[src/hw/rtl/skf_pkg.sv]
// Shared constants and controller/datapath interface types for the scalar Kalman filter.
`default_nettype none

package skf_pkg;

    localparam int DATA_W    = 16;
    localparam int NOISE_W   = 15;
    localparam int GAIN_W    = 15;
    localparam int COV_W     = 31;
    localparam int CFG_IDX_W = 1;
    localparam int DIV_STEPS = 15;
    localparam int CNT_W     = 4;

    localparam logic [CFG_IDX_W-1:0] CFG_PROCESS_NOISE     = 1'b0;
    localparam logic [CFG_IDX_W-1:0] CFG_MEASUREMENT_NOISE = 1'b1;

    localparam logic               OP_UPDATE  = 1'b0;
    localparam logic               OP_RESTART = 1'b1;

    localparam logic [GAIN_W-1:0]  GAIN_ONE = 15'h7FFF;
    localparam logic [COV_W-1:0]   COV_ONE  = {1'b0, GAIN_ONE, 15'h0000};

    typedef struct packed {
        logic load;
        logic pest;
        logic den;
        logic dinit;
        logic div;
        logic mulg;
        logic mulc;
        logic commit;
    } skf_cmd_t;

    typedef struct packed {
        logic restart;
        logic div_sat;
    } skf_sts_t;

endpackage

`default_nettype wire

[src/hw/rtl/skf_ctrl.sv]
// Sequencer for the scalar Kalman filter: handshakes, step order and divider count.
`default_nettype none

module skf_ctrl (
    input  wire logic             clk,
    input  wire logic             rst_n,
    input  wire logic             in_valid,
    output logic                  in_ready,
    output logic                  out_valid,
    input  wire logic             out_ready,
    input  wire skf_pkg::skf_sts_t sts,
    output skf_pkg::skf_cmd_t     cmd
);
    import skf_pkg::*;

    localparam logic [2:0] ST_IDLE  = 3'd0;
    localparam logic [2:0] ST_PEST  = 3'd1;
    localparam logic [2:0] ST_DEN   = 3'd2;
    localparam logic [2:0] ST_DINIT = 3'd3;
    localparam logic [2:0] ST_DIV   = 3'd4;
    localparam logic [2:0] ST_MULG  = 3'd5;
    localparam logic [2:0] ST_MULC  = 3'd6;
    localparam logic [2:0] ST_DONE  = 3'd7;

    logic [2:0]       state_reg, state_next;
    logic [CNT_W-1:0] cnt_reg, cnt_next;
    logic             out_valid_reg, out_valid_next;
    logic             slot_free;

    assign in_ready  = (state_reg == ST_IDLE);
    assign out_valid = out_valid_reg;
    assign slot_free = !out_valid_reg || out_ready;

    always_comb
    begin
        state_next = state_reg;
        cnt_next   = cnt_reg;
        cmd        = '0;
        case (state_reg)
            ST_IDLE:
            begin
                if (in_valid)
                begin
                    cmd.load = 1'b1;
                    state_next = ST_PEST;
                end
            end
            ST_PEST:
            begin
                if (sts.restart)
                begin
                    state_next = ST_DONE;
                end
                else
                begin
                    cmd.pest = 1'b1;
                    state_next = ST_DEN;
                end
            end
            ST_DEN:
            begin
                cmd.den = 1'b1;
                state_next = ST_DINIT;
            end
            ST_DINIT:
            begin
                cmd.dinit = 1'b1;
                cnt_next = CNT_W'(DIV_STEPS - 1);
                state_next = sts.div_sat ? ST_MULG : ST_DIV;
            end
            ST_DIV:
            begin
                cmd.div = 1'b1;
                if (cnt_reg == '0)
                begin
                    state_next = ST_MULG;
                end
                else
                begin
                    cnt_next = cnt_reg - 1'b1;
                end
            end
            ST_MULG:
            begin
                cmd.mulg = 1'b1;
                state_next = ST_MULC;
            end
            ST_MULC:
            begin
                cmd.mulc = 1'b1;
                state_next = ST_DONE;
            end
            ST_DONE:
            begin
                if (slot_free)
                begin
                    cmd.commit = 1'b1;
                    state_next = ST_IDLE;
                end
            end
            default:
            begin
                state_next = ST_IDLE;
            end
        endcase
    end

    always_comb
    begin
        out_valid_next = out_valid_reg;
        if (cmd.commit)
        begin
            out_valid_next = 1'b1;
        end
        else if (out_ready)
        begin
            out_valid_next = 1'b0;
        end
    end

    always_ff @(posedge clk or negedge rst_n)
    begin
        if (!rst_n)
        begin
            state_reg     <= ST_IDLE;
            cnt_reg       <= '0;
            out_valid_reg <= 1'b0;
        end
        else
        begin
            state_reg     <= state_next;
            cnt_reg       <= cnt_next;
            out_valid_reg <= out_valid_next;
        end
    end

endmodule

`default_nettype wire

[src/hw/rtl/skf_dp.sv]
// Datapath for the scalar Kalman filter: filter state, noise registers, divider, multipliers.
`default_nettype none

module skf_dp (
    input  wire logic                              clk,
    input  wire logic                              rst_n,
    input  wire skf_pkg::skf_cmd_t                 cmd,
    output skf_pkg::skf_sts_t                      sts,
    input  wire logic                              operation,
    input  wire logic signed [skf_pkg::DATA_W-1:0] sample,
    input  wire logic                              cfg_we,
    input  wire logic [skf_pkg::CFG_IDX_W-1:0]     cfg_index,
    input  wire logic [skf_pkg::NOISE_W-1:0]       cfg_data,
    output logic signed [skf_pkg::DATA_W-1:0]      estimate
);
    import skf_pkg::*;

    localparam int PROD_W = GAIN_W + COV_W;

    logic [NOISE_W-1:0]        pn_reg, mn_reg;
    logic signed [DATA_W-1:0]  est_reg, est_next;
    logic [COV_W-1:0]          cov_reg, cov_next;
    logic signed [DATA_W-1:0]  out_reg;
    logic                      op_reg;
    logic signed [DATA_W-1:0]  smp_reg;
    logic [COV_W-1:0]          pest_reg, den_reg, rem_reg, rem_next;
    logic signed [DATA_W-1:0]  innov_reg;
    logic [GAIN_W-1:0]         gain_reg, gain_next;
    logic signed [31:0]        corr_prod_reg;
    logic [PROD_W-1:0]         cov_prod_reg;

    logic [COV_W:0]            pest_sum, den_sum;
    logic signed [DATA_W:0]    diff;
    logic signed [DATA_W-1:0]  innov_sat;
    logic [COV_W:0]            rem_sh;
    logic                      rem_ge;
    logic signed [DATA_W:0]    corr_wide;
    logic signed [DATA_W-1:0]  corr_sat;
    logic signed [DATA_W+1:0]  est_sum;

    function automatic logic signed [DATA_W-1:0] sat17(input logic signed [DATA_W:0] v);
        logic signed [DATA_W-1:0] r;
        if (v[DATA_W] != v[DATA_W-1])
        begin
            r = v[DATA_W] ? {1'b1, {(DATA_W-1){1'b0}}} : {1'b0, {(DATA_W-1){1'b1}}};
        end
        else
        begin
            r = v[DATA_W-1:0];
        end
        return r;
    endfunction

    assign pest_sum = {1'b0, cov_reg} + {2'b00, pn_reg, 15'h0000};
    assign den_sum  = {1'b0, pest_reg} + {2'b00, mn_reg, 15'h0000};
    assign diff     = {smp_reg[DATA_W-1], smp_reg} - {est_reg[DATA_W-1], est_reg};
    assign innov_sat = sat17(diff);

    assign rem_sh   = {rem_reg, 1'b0};
    assign rem_ge   = (rem_sh >= {1'b0, den_reg});
    assign rem_next = rem_ge ? COV_W'(rem_sh - {1'b0, den_reg}) : rem_sh[COV_W-1:0];
    assign gain_next = {gain_reg[GAIN_W-2:0], rem_ge};

    assign corr_wide = corr_prod_reg[31:15];
    assign corr_sat  = sat17(corr_wide);
    assign est_sum   = {{2{est_reg[DATA_W-1]}}, est_reg} + {{2{corr_sat[DATA_W-1]}}, corr_sat};

    always_comb
    begin
        if (op_reg == OP_RESTART)
        begin
            est_next = smp_reg;
            cov_next = COV_ONE;
        end
        else
        begin
            if (est_sum[DATA_W+1:DATA_W-1] == 3'b000 || est_sum[DATA_W+1:DATA_W-1] == 3'b111)
            begin
                est_next = est_sum[DATA_W-1:0];
            end
            else
            begin
                est_next = est_sum[DATA_W+1] ? {1'b1, {(DATA_W-1){1'b0}}}
                                             : {1'b0, {(DATA_W-1){1'b1}}};
            end
            cov_next = cov_prod_reg[PROD_W-1:15];
        end
    end

    assign sts.restart = (op_reg == OP_RESTART);
    assign sts.div_sat = (pest_reg >= den_reg);
    assign estimate    = out_reg;

    always_ff @(posedge clk or negedge rst_n)
    begin
        if (!rst_n)
        begin
            pn_reg  <= '0;
            mn_reg  <= '0;
            est_reg <= '0;
            cov_reg <= COV_ONE;
        end
        else
        begin
            if (cfg_we && cfg_index == CFG_PROCESS_NOISE)
            begin
                pn_reg <= cfg_data;
            end
            if (cfg_we && cfg_index == CFG_MEASUREMENT_NOISE)
            begin
                mn_reg <= cfg_data;
            end
            if (cmd.commit)
            begin
                est_reg <= est_next;
                cov_reg <= cov_next;
            end
        end
    end

    always_ff @(posedge clk)
    begin
        if (cmd.load)
        begin
            op_reg  <= operation;
            smp_reg <= sample;
        end
        if (cmd.pest)
        begin
            pest_reg <= pest_sum[COV_W] ? {COV_W{1'b1}} : pest_sum[COV_W-1:0];
        end
        if (cmd.den)
        begin
            den_reg   <= den_sum[COV_W] ? {COV_W{1'b1}} : den_sum[COV_W-1:0];
            innov_reg <= innov_sat;
        end
        if (cmd.dinit)
        begin
            rem_reg  <= pest_reg;
            gain_reg <= sts.div_sat ? GAIN_ONE : '0;
        end
        if (cmd.div)
        begin
            rem_reg  <= rem_next;
            gain_reg <= gain_next;
        end
        if (cmd.mulg)
        begin
            corr_prod_reg <= $signed({17'b0, gain_reg})
                           * $signed({{16{innov_reg[DATA_W-1]}}, innov_reg});
        end
        if (cmd.mulc)
        begin
            cov_prod_reg <= PROD_W'(GAIN_ONE - gain_reg) * PROD_W'(pest_reg);
        end
        if (cmd.commit)
        begin
            out_reg <= est_next;
        end
    end

endmodule

`default_nettype wire

[src/hw/rtl/scalar_kalman_filter_q15.sv]
// Scalar Kalman filter, Q15 estimate and Q30 covariance: top level.
//
// Usage:
//   Input words (operation, sample) arrive on in_valid/in_ready. operation 0
//   updates the estimate with the measurement in sample; operation 1 restarts
//   the filter with sample as the estimate and the covariance at one.
//   Each input word yields exactly one output word (estimate) on
//   out_valid/out_ready, in order.
//   process_noise (index 0) and measurement_noise (index 1) are written on
//   cfg_valid/cfg_ready while the filter is idle; cfg_ready is always high.
// Timing:
//   An update takes the gain from a restoring divider that produces one
//   quotient bit per cycle, then performs the two multiplies one after
//   the other and commits the output word. When the predicted covariance
//   is not below the denominator the divider is skipped. A restart skips
//   the divider and the multiplies. in_ready is high only while idle, so
//   a word is accepted only after the previous one has committed.
// Reset: estimate 0, covariance one, both noise registers 0.
// Stall: a result waits in the output register while the next word is
//   accepted and processed; that word's result holds until the slot frees.
`default_nettype none

module scalar_kalman_filter_q15 (
    input  wire logic                                clk,
    input  wire logic                                rst_n,
    input  wire logic                                in_valid,
    output logic                                     in_ready,
    input  wire logic                                operation,
    input  wire logic signed [skf_pkg::DATA_W-1:0]   sample,
    output logic                                     out_valid,
    input  wire logic                                out_ready,
    output logic signed [skf_pkg::DATA_W-1:0]        estimate,
    input  wire logic                                cfg_valid,
    output logic                                     cfg_ready,
    input  wire logic [skf_pkg::CFG_IDX_W-1:0]       cfg_index,
    input  wire logic [skf_pkg::NOISE_W-1:0]         cfg_data
);
    import skf_pkg::*;

    skf_cmd_t cmd;
    skf_sts_t sts;

    assign cfg_ready = 1'b1;

    skf_ctrl u_ctrl (
        .clk       (clk),
        .rst_n     (rst_n),
        .in_valid  (in_valid),
        .in_ready  (in_ready),
        .out_valid (out_valid),
        .out_ready (out_ready),
        .sts       (sts),
        .cmd       (cmd)
    );

    skf_dp u_dp (
        .clk       (clk),
        .rst_n     (rst_n),
        .cmd       (cmd),
        .sts       (sts),
        .operation (operation),
        .sample    (sample),
        .cfg_we    (cfg_valid),
        .cfg_index (cfg_index),
        .cfg_data  (cfg_data),
        .estimate  (estimate)
    );

endmodule

`default_nettype wire

[config.mk]
export PLATFORM = sky130hd
export DESIGN_NAME = scalar_kalman_filter_q15
export DESIGN_NICKNAME = d
export VERILOG_FILES = /design/src/hw/rtl/skf_pkg.sv /design/src/hw/rtl/skf_ctrl.sv /design/src/hw/rtl/skf_dp.sv /design/src/hw/rtl/scalar_kalman_filter_q15.sv
export SDC_FILE = /design/constraint.sdc
export NUM_CORES = 2
export LEC_CHECK = 0
export BUFFER_PORTS_ARGS = -buffer_cell sky130_fd_sc_hd__buf_2
export CORE_MARGIN = 10
export CORE_UTILIZATION = 49
export DETAILED_ROUTE_END_ITERATION = 8
export RECOVER_POWER = 50
export SYNTH_ARGS = -nofsm -noshare
export SYNTH_HDL_FRONTEND = slang
export SYNTH_SLANG_ARGS = --single-unit
[constraint.sdc]
create_clock -name clk -period 8.9 [get_ports clk]
set_clock_uncertainty 0.2 [all_clocks]
set_input_delay 0.445 -clock clk [delete_from_list [all_inputs] [get_ports clk]]
set_output_delay 0.445 -clock clk [all_outputs]
set_load 0.05 [all_outputs]
# == Word level (Yosys, flattened, before mapping) ==
# Cells that the tools add are included.
# totals
regBits,320
word_cells,91
out_inout_bits,19
mem_count,0
ram_bits,0
mem_bits_ro,0
latch_bits,0
# op_classes
reduce_logical,13
n_div,0
mul,2
add_sub_neg,7
bitwise,1
n_shift,0
mux,35
order_cmp,2
n_eq_ne,14
# ops
operator,count
$mux 31,4
$mux 16,7
$add 31x30->32,2
$mul 46x31->46,1
$mux 15,3
$ge 32x31->1,1
$mul 16x16->32,1
$ge 31x31->1,1
$sub 31x31->31,1
$pmux 3 s8,1
$add 16x16->17,1
$sub 16x16->17,1
$sub 15x15->16 const A,1
$eq 3x3->1 const B,5
$mux 1,14
$mux 3,4
$pmux 4 s2,1
$eq 3x2->1 const B,2
$logic_not 3->1,2
$reduce_bool 2->1,3
$logic_not 4->1,1
$mux 4,1
$ne 2x1->1 const B,2
$ne 2x2->1 const B,2
9 further kinds,12

# == Logic depth before layout (Yosys ltp) ==
# depth
word_depth,7
depth_mapped,30
mapped_depth_nobuf,28

# == Hierarchy ==
# Synthesis repeated with hierarchy kept, for this count alone.
# unflattened
hier_cells,4016
hier_area_um2,38460.6
# by_module_without_submodules
module,cells_each,n_inst,seq_area_each_um2,area_per_inst_um2
skf_dp,3960,1,8101.5,37958.9
skf_ctrl,54,1,200.2,490.5
scalar_kalman_filter_q15,2,1,0.0,11.3

# == Least setup slack after synthesis ==
# No wires, ideal clock.
# synth_timing
path_kind,register to register
startpoint,register u_dp.gain_reg[9]
endpoint,register u_dp.cov_prod_reg[35] (data pin)
arrival_ps,7018
period_less_slack_ps,7476
required_time_ps,8442
setup_time_ps,258
setup_slack_ps,1424
path_stages_with_launch,30
cell_sequence,edfxtp_1 -> clkbuf_1 -> clkbuf_1 -> nand2b_1 -> fa_1 -> inv_1 -> fa_1 -> fa_1 -> inv_1 -> fa_1 -> inv_1 -> fa_1 -> inv_1 -> fa_1 -> inv_1 -> fa_1 -> inv_1 -> fa_1 -> inv_1 -> ha_1 -> o21ai_0 -> a21oi_1 -> a221oi_1 -> o211ai_1 -> and3_1 -> o21ai_0 -> nand2b_1 -> a211o_1 -> a21oi_1 -> xnor2_1
# synth_via
elab_chain_cells,2
# synth_rtl
element,line_no,text
start: declaration,skf_dp.sv:28,"logic [GAIN_W-1:0] gain_reg, gain_next;"
start signal: assignment,skf_dp.sv:140,gain_reg <= sts.div_sat ? GAIN_ONE : '0;
start signal: assignment,skf_dp.sv:145,gain_reg <= gain_next;
$sub 15x15->16,skf_dp.sv:154,cov_prod_reg <= PROD_W'(GAIN_ONE - gain_reg) * PROD_W'(pest_reg);
$mul 46x31->46,skf_dp.sv:154,
end signal: assignment,skf_dp.sv:154,
end: declaration,skf_dp.sv:30,logic [PROD_W-1:0] cov_prod_reg;
# Every way passes these cells.
# A chain may end at the register's enable or synchronous reset.

# == Final worst setup path ==
# layout_timing
startpoint,register u_dp.gain_reg[10]
endpoint,register u_dp.cov_prod_reg[45] (data pin)
# Same word-level chain as after synthesis.

==> results_dict.tcl <==
set metrics [dict create \
    clock_latency_ns 0.58 \
    critPathKind "register to register" \
    core_area_um2 81800 \
    status "finished, violations left" \
    fp-row-count 105 \
    die_h_um 307 \
    min_path_type "primary input to register" \
    cts_tree "yes" \
    clockBufferDepth 3 \
    path_buf_inv 7 \
    crit_top_cell "fa_1" \
    async_flop_share_pct 29.3 \
    drive_above_1_share_pct 5.83 \
    layout.nets 5235 \
    report.final.slew_viol_count 387 \
    critPathTopFamily "adder cells" \
    synth_top_flop_cell "edfxtp_1" \
    slew_headroom_pct -132 \
    setup_violations 0 \
    vias 28000 \
    worstMarginPinSlew_ns 3.48 \
    rsz0062_at_grt "no" \
    syn_nets 5211 \
    io_pins 57 \
    syn_area_um2 40300 \
    startpoint_type "register" \
    yosys_register_bits 290 \
    port-buffer-count 55 \
    arrival_ns 8.19 \
    grt_pass1_vias 29700 \
    synth_cell_types 88 \
    num-fill-cells 7500 \
    clock-sinks 290 \
    overflow 0 \
    syn_avg_cell_area_um2 9.75 \
    worstSetupEndpointType "register" \
    ant_nets 0 \
    synth_edf_count 205 \
    htreeDepth 2 \
    grt_start_max_net_pins 71 \
    synth-seq-area-share_pct 20.6 \
    clk_pin_slew_ns 0.06 \
    layout_common_cells "inv_1, fa_1, ha_1" \
    drt-total-wl_um 99300 \
    routabilityCongestion 0.855 \
    cts_buffers 35 \
    first_pass_iters 5 \
    worstPathRequired_ns 9.02 \
    timing.final.crit_share_pct 90.7 \
    post-route-drc-count 0 \
    area_delta_synth_final_pct 7.38 \
    via_per_inst 5.32 \
    final_hold_viol_count 0 \
    wl_per_cell_um 18.9 \
    start_util_pct 49.3 \
    postLayoutCoreUtil_pct 52.9 \
    drt_iter0_drc 1427 \
    root_buffer "clkbuf_16" \
    tns_ns 0 \
    grt_pass1_wl_um 162000 \
    hold_ws_ns 0.00127 \
    post-route-min-period_ns 8.07 \
    antenna_found_initial 0 \
    dieArea_um2 94200 \
    grt.total_usage_pct 21.7 \
    critPathSlowestCell "edfxtp_1" \
    die_w_um 307 \
    hpwl_um 77400 \
    synthesis.instances 4138 \
    path_max_fanout 22 \
    maxCapViolCount 8 \
    fmax_mhz 124 \
    synth_warnings 0 \
    final_common_cell "inv_1" \
    cpPeakStageDelay_ns 0.64 \
    violations "capacitance limit, slew limit" \
]
[cell type report]
cell class	count	area, µm²	share of cell area (%)
multi-input cells	2961	28700	66.2
clock inverters	16	199	0.459
repair buffers	160	1110	2.57
inverters	714	2680	6.19
diodes	1	2.50	0.00578
clock buffers	47	983	2.27
flip-flops and latches	290	8300	19.2
well taps	1070	1340	3.09
[layer usage]
layer  wire (µm)  GRT usage (%)  vias to the layer above  part of all wire, %
li1            -              -                    13200                    -
met3        3810           2.31                      142                  3.8
met1       44600           29.3                    14100                   45
met2       47900           36.6                      507                   48
met5           0              0                        -                    0
met4        2990           6.34                        0                  3.0
[worst paths after layout]
path | from | to | slack (ns) | depth (start not counted)
max in group asynchronous | rst_n | u_dp.mn_reg[13] | 3.58 | 3
worst min-delay path | cfg_data[12] | u_dp.pn_reg[12] | 0.001 | 2
worst max-delay path | u_dp.gain_reg[10] | u_dp.cov_prod_reg[45] | 0.83 | 27
worst max register to register | u_dp.gain_reg[10] | u_dp.cov_prod_reg[45] | 0.83 | 27
min in group asynchronous | rst_n | u_dp.cov_reg[14] | 0.87 | 2
worst min register to register | u_dp.cov_reg[4] | u_dp.cov_reg[4] | 0.25 | 2
[cell families after synthesis]
family	after synthesis	share of synthesized area (%)
other	1	0.00930
DFF	290	20.6
AOI/OAI and AO/OA	495	7.95
buffers and inverters	887	8.36
xor gates and xnor gates	112	2.47
muxes	47	1.27
adders and majority gates	1054	42.9
and+or+nand+nor	1252	16.4
[Yosys cell counts (19+ instances only)]
| cell type | count | share of area, % |
|---|---|---|
| a21o_1 | 62 | 1.2 |
| a21oi_1 | 127 | 1.6 |
| and2_1 | 91 | 1.4 |
| clkbuf_1 | 151 | 1.4 |
| dfrtp_1 | 70 | 4.3 |
| edfxtp_1 | 205 | 15 |
| fa_1 | 556 | 28 |
| ha_1 | 479 | 15 |
| inv_1 | 713 | 6.6 |
| maj3_1 | 19 | 0.47 |
| mux2_2 | 34 | 0.95 |
| nand2_1 | 336 | 3.1 |
| nand2b_1 | 271 | 4.2 |
| nand3_1 | 38 | 0.47 |
| nor2_1 | 138 | 1.3 |
| nor2b_1 | 274 | 4.2 |
| nor3_1 | 29 | 0.36 |
| o21a_1 | 29 | 0.54 |
| o21ai_0 | 131 | 1.6 |
| xnor2_1 | 63 | 1.4 |
| xor2_1 | 47 | 1.0 |
[per-stage QoR]
step	area [µm²]	worst slack, ns	std cells
after floorplan	40300	1.42	4138
after global placement	41900	0.480	5165
after detailed placement	41900	0.434	5165
after CTS	43400	0.386	5257
after global routing	43300	0.394	5258
final	43300	0.831	5259
[repair_timing]
action,in CTS,in global routing
buffers inserted,0,1
endpoints found under the hold margin,62,0
hold buffers,29,0
endpoints found under the setup margin,0,5
resized for setup,0,2
Power is left out: the tool's default activity adds up to more than one toggle a clock period on the data nets, which glitch-free logic cannot reach.
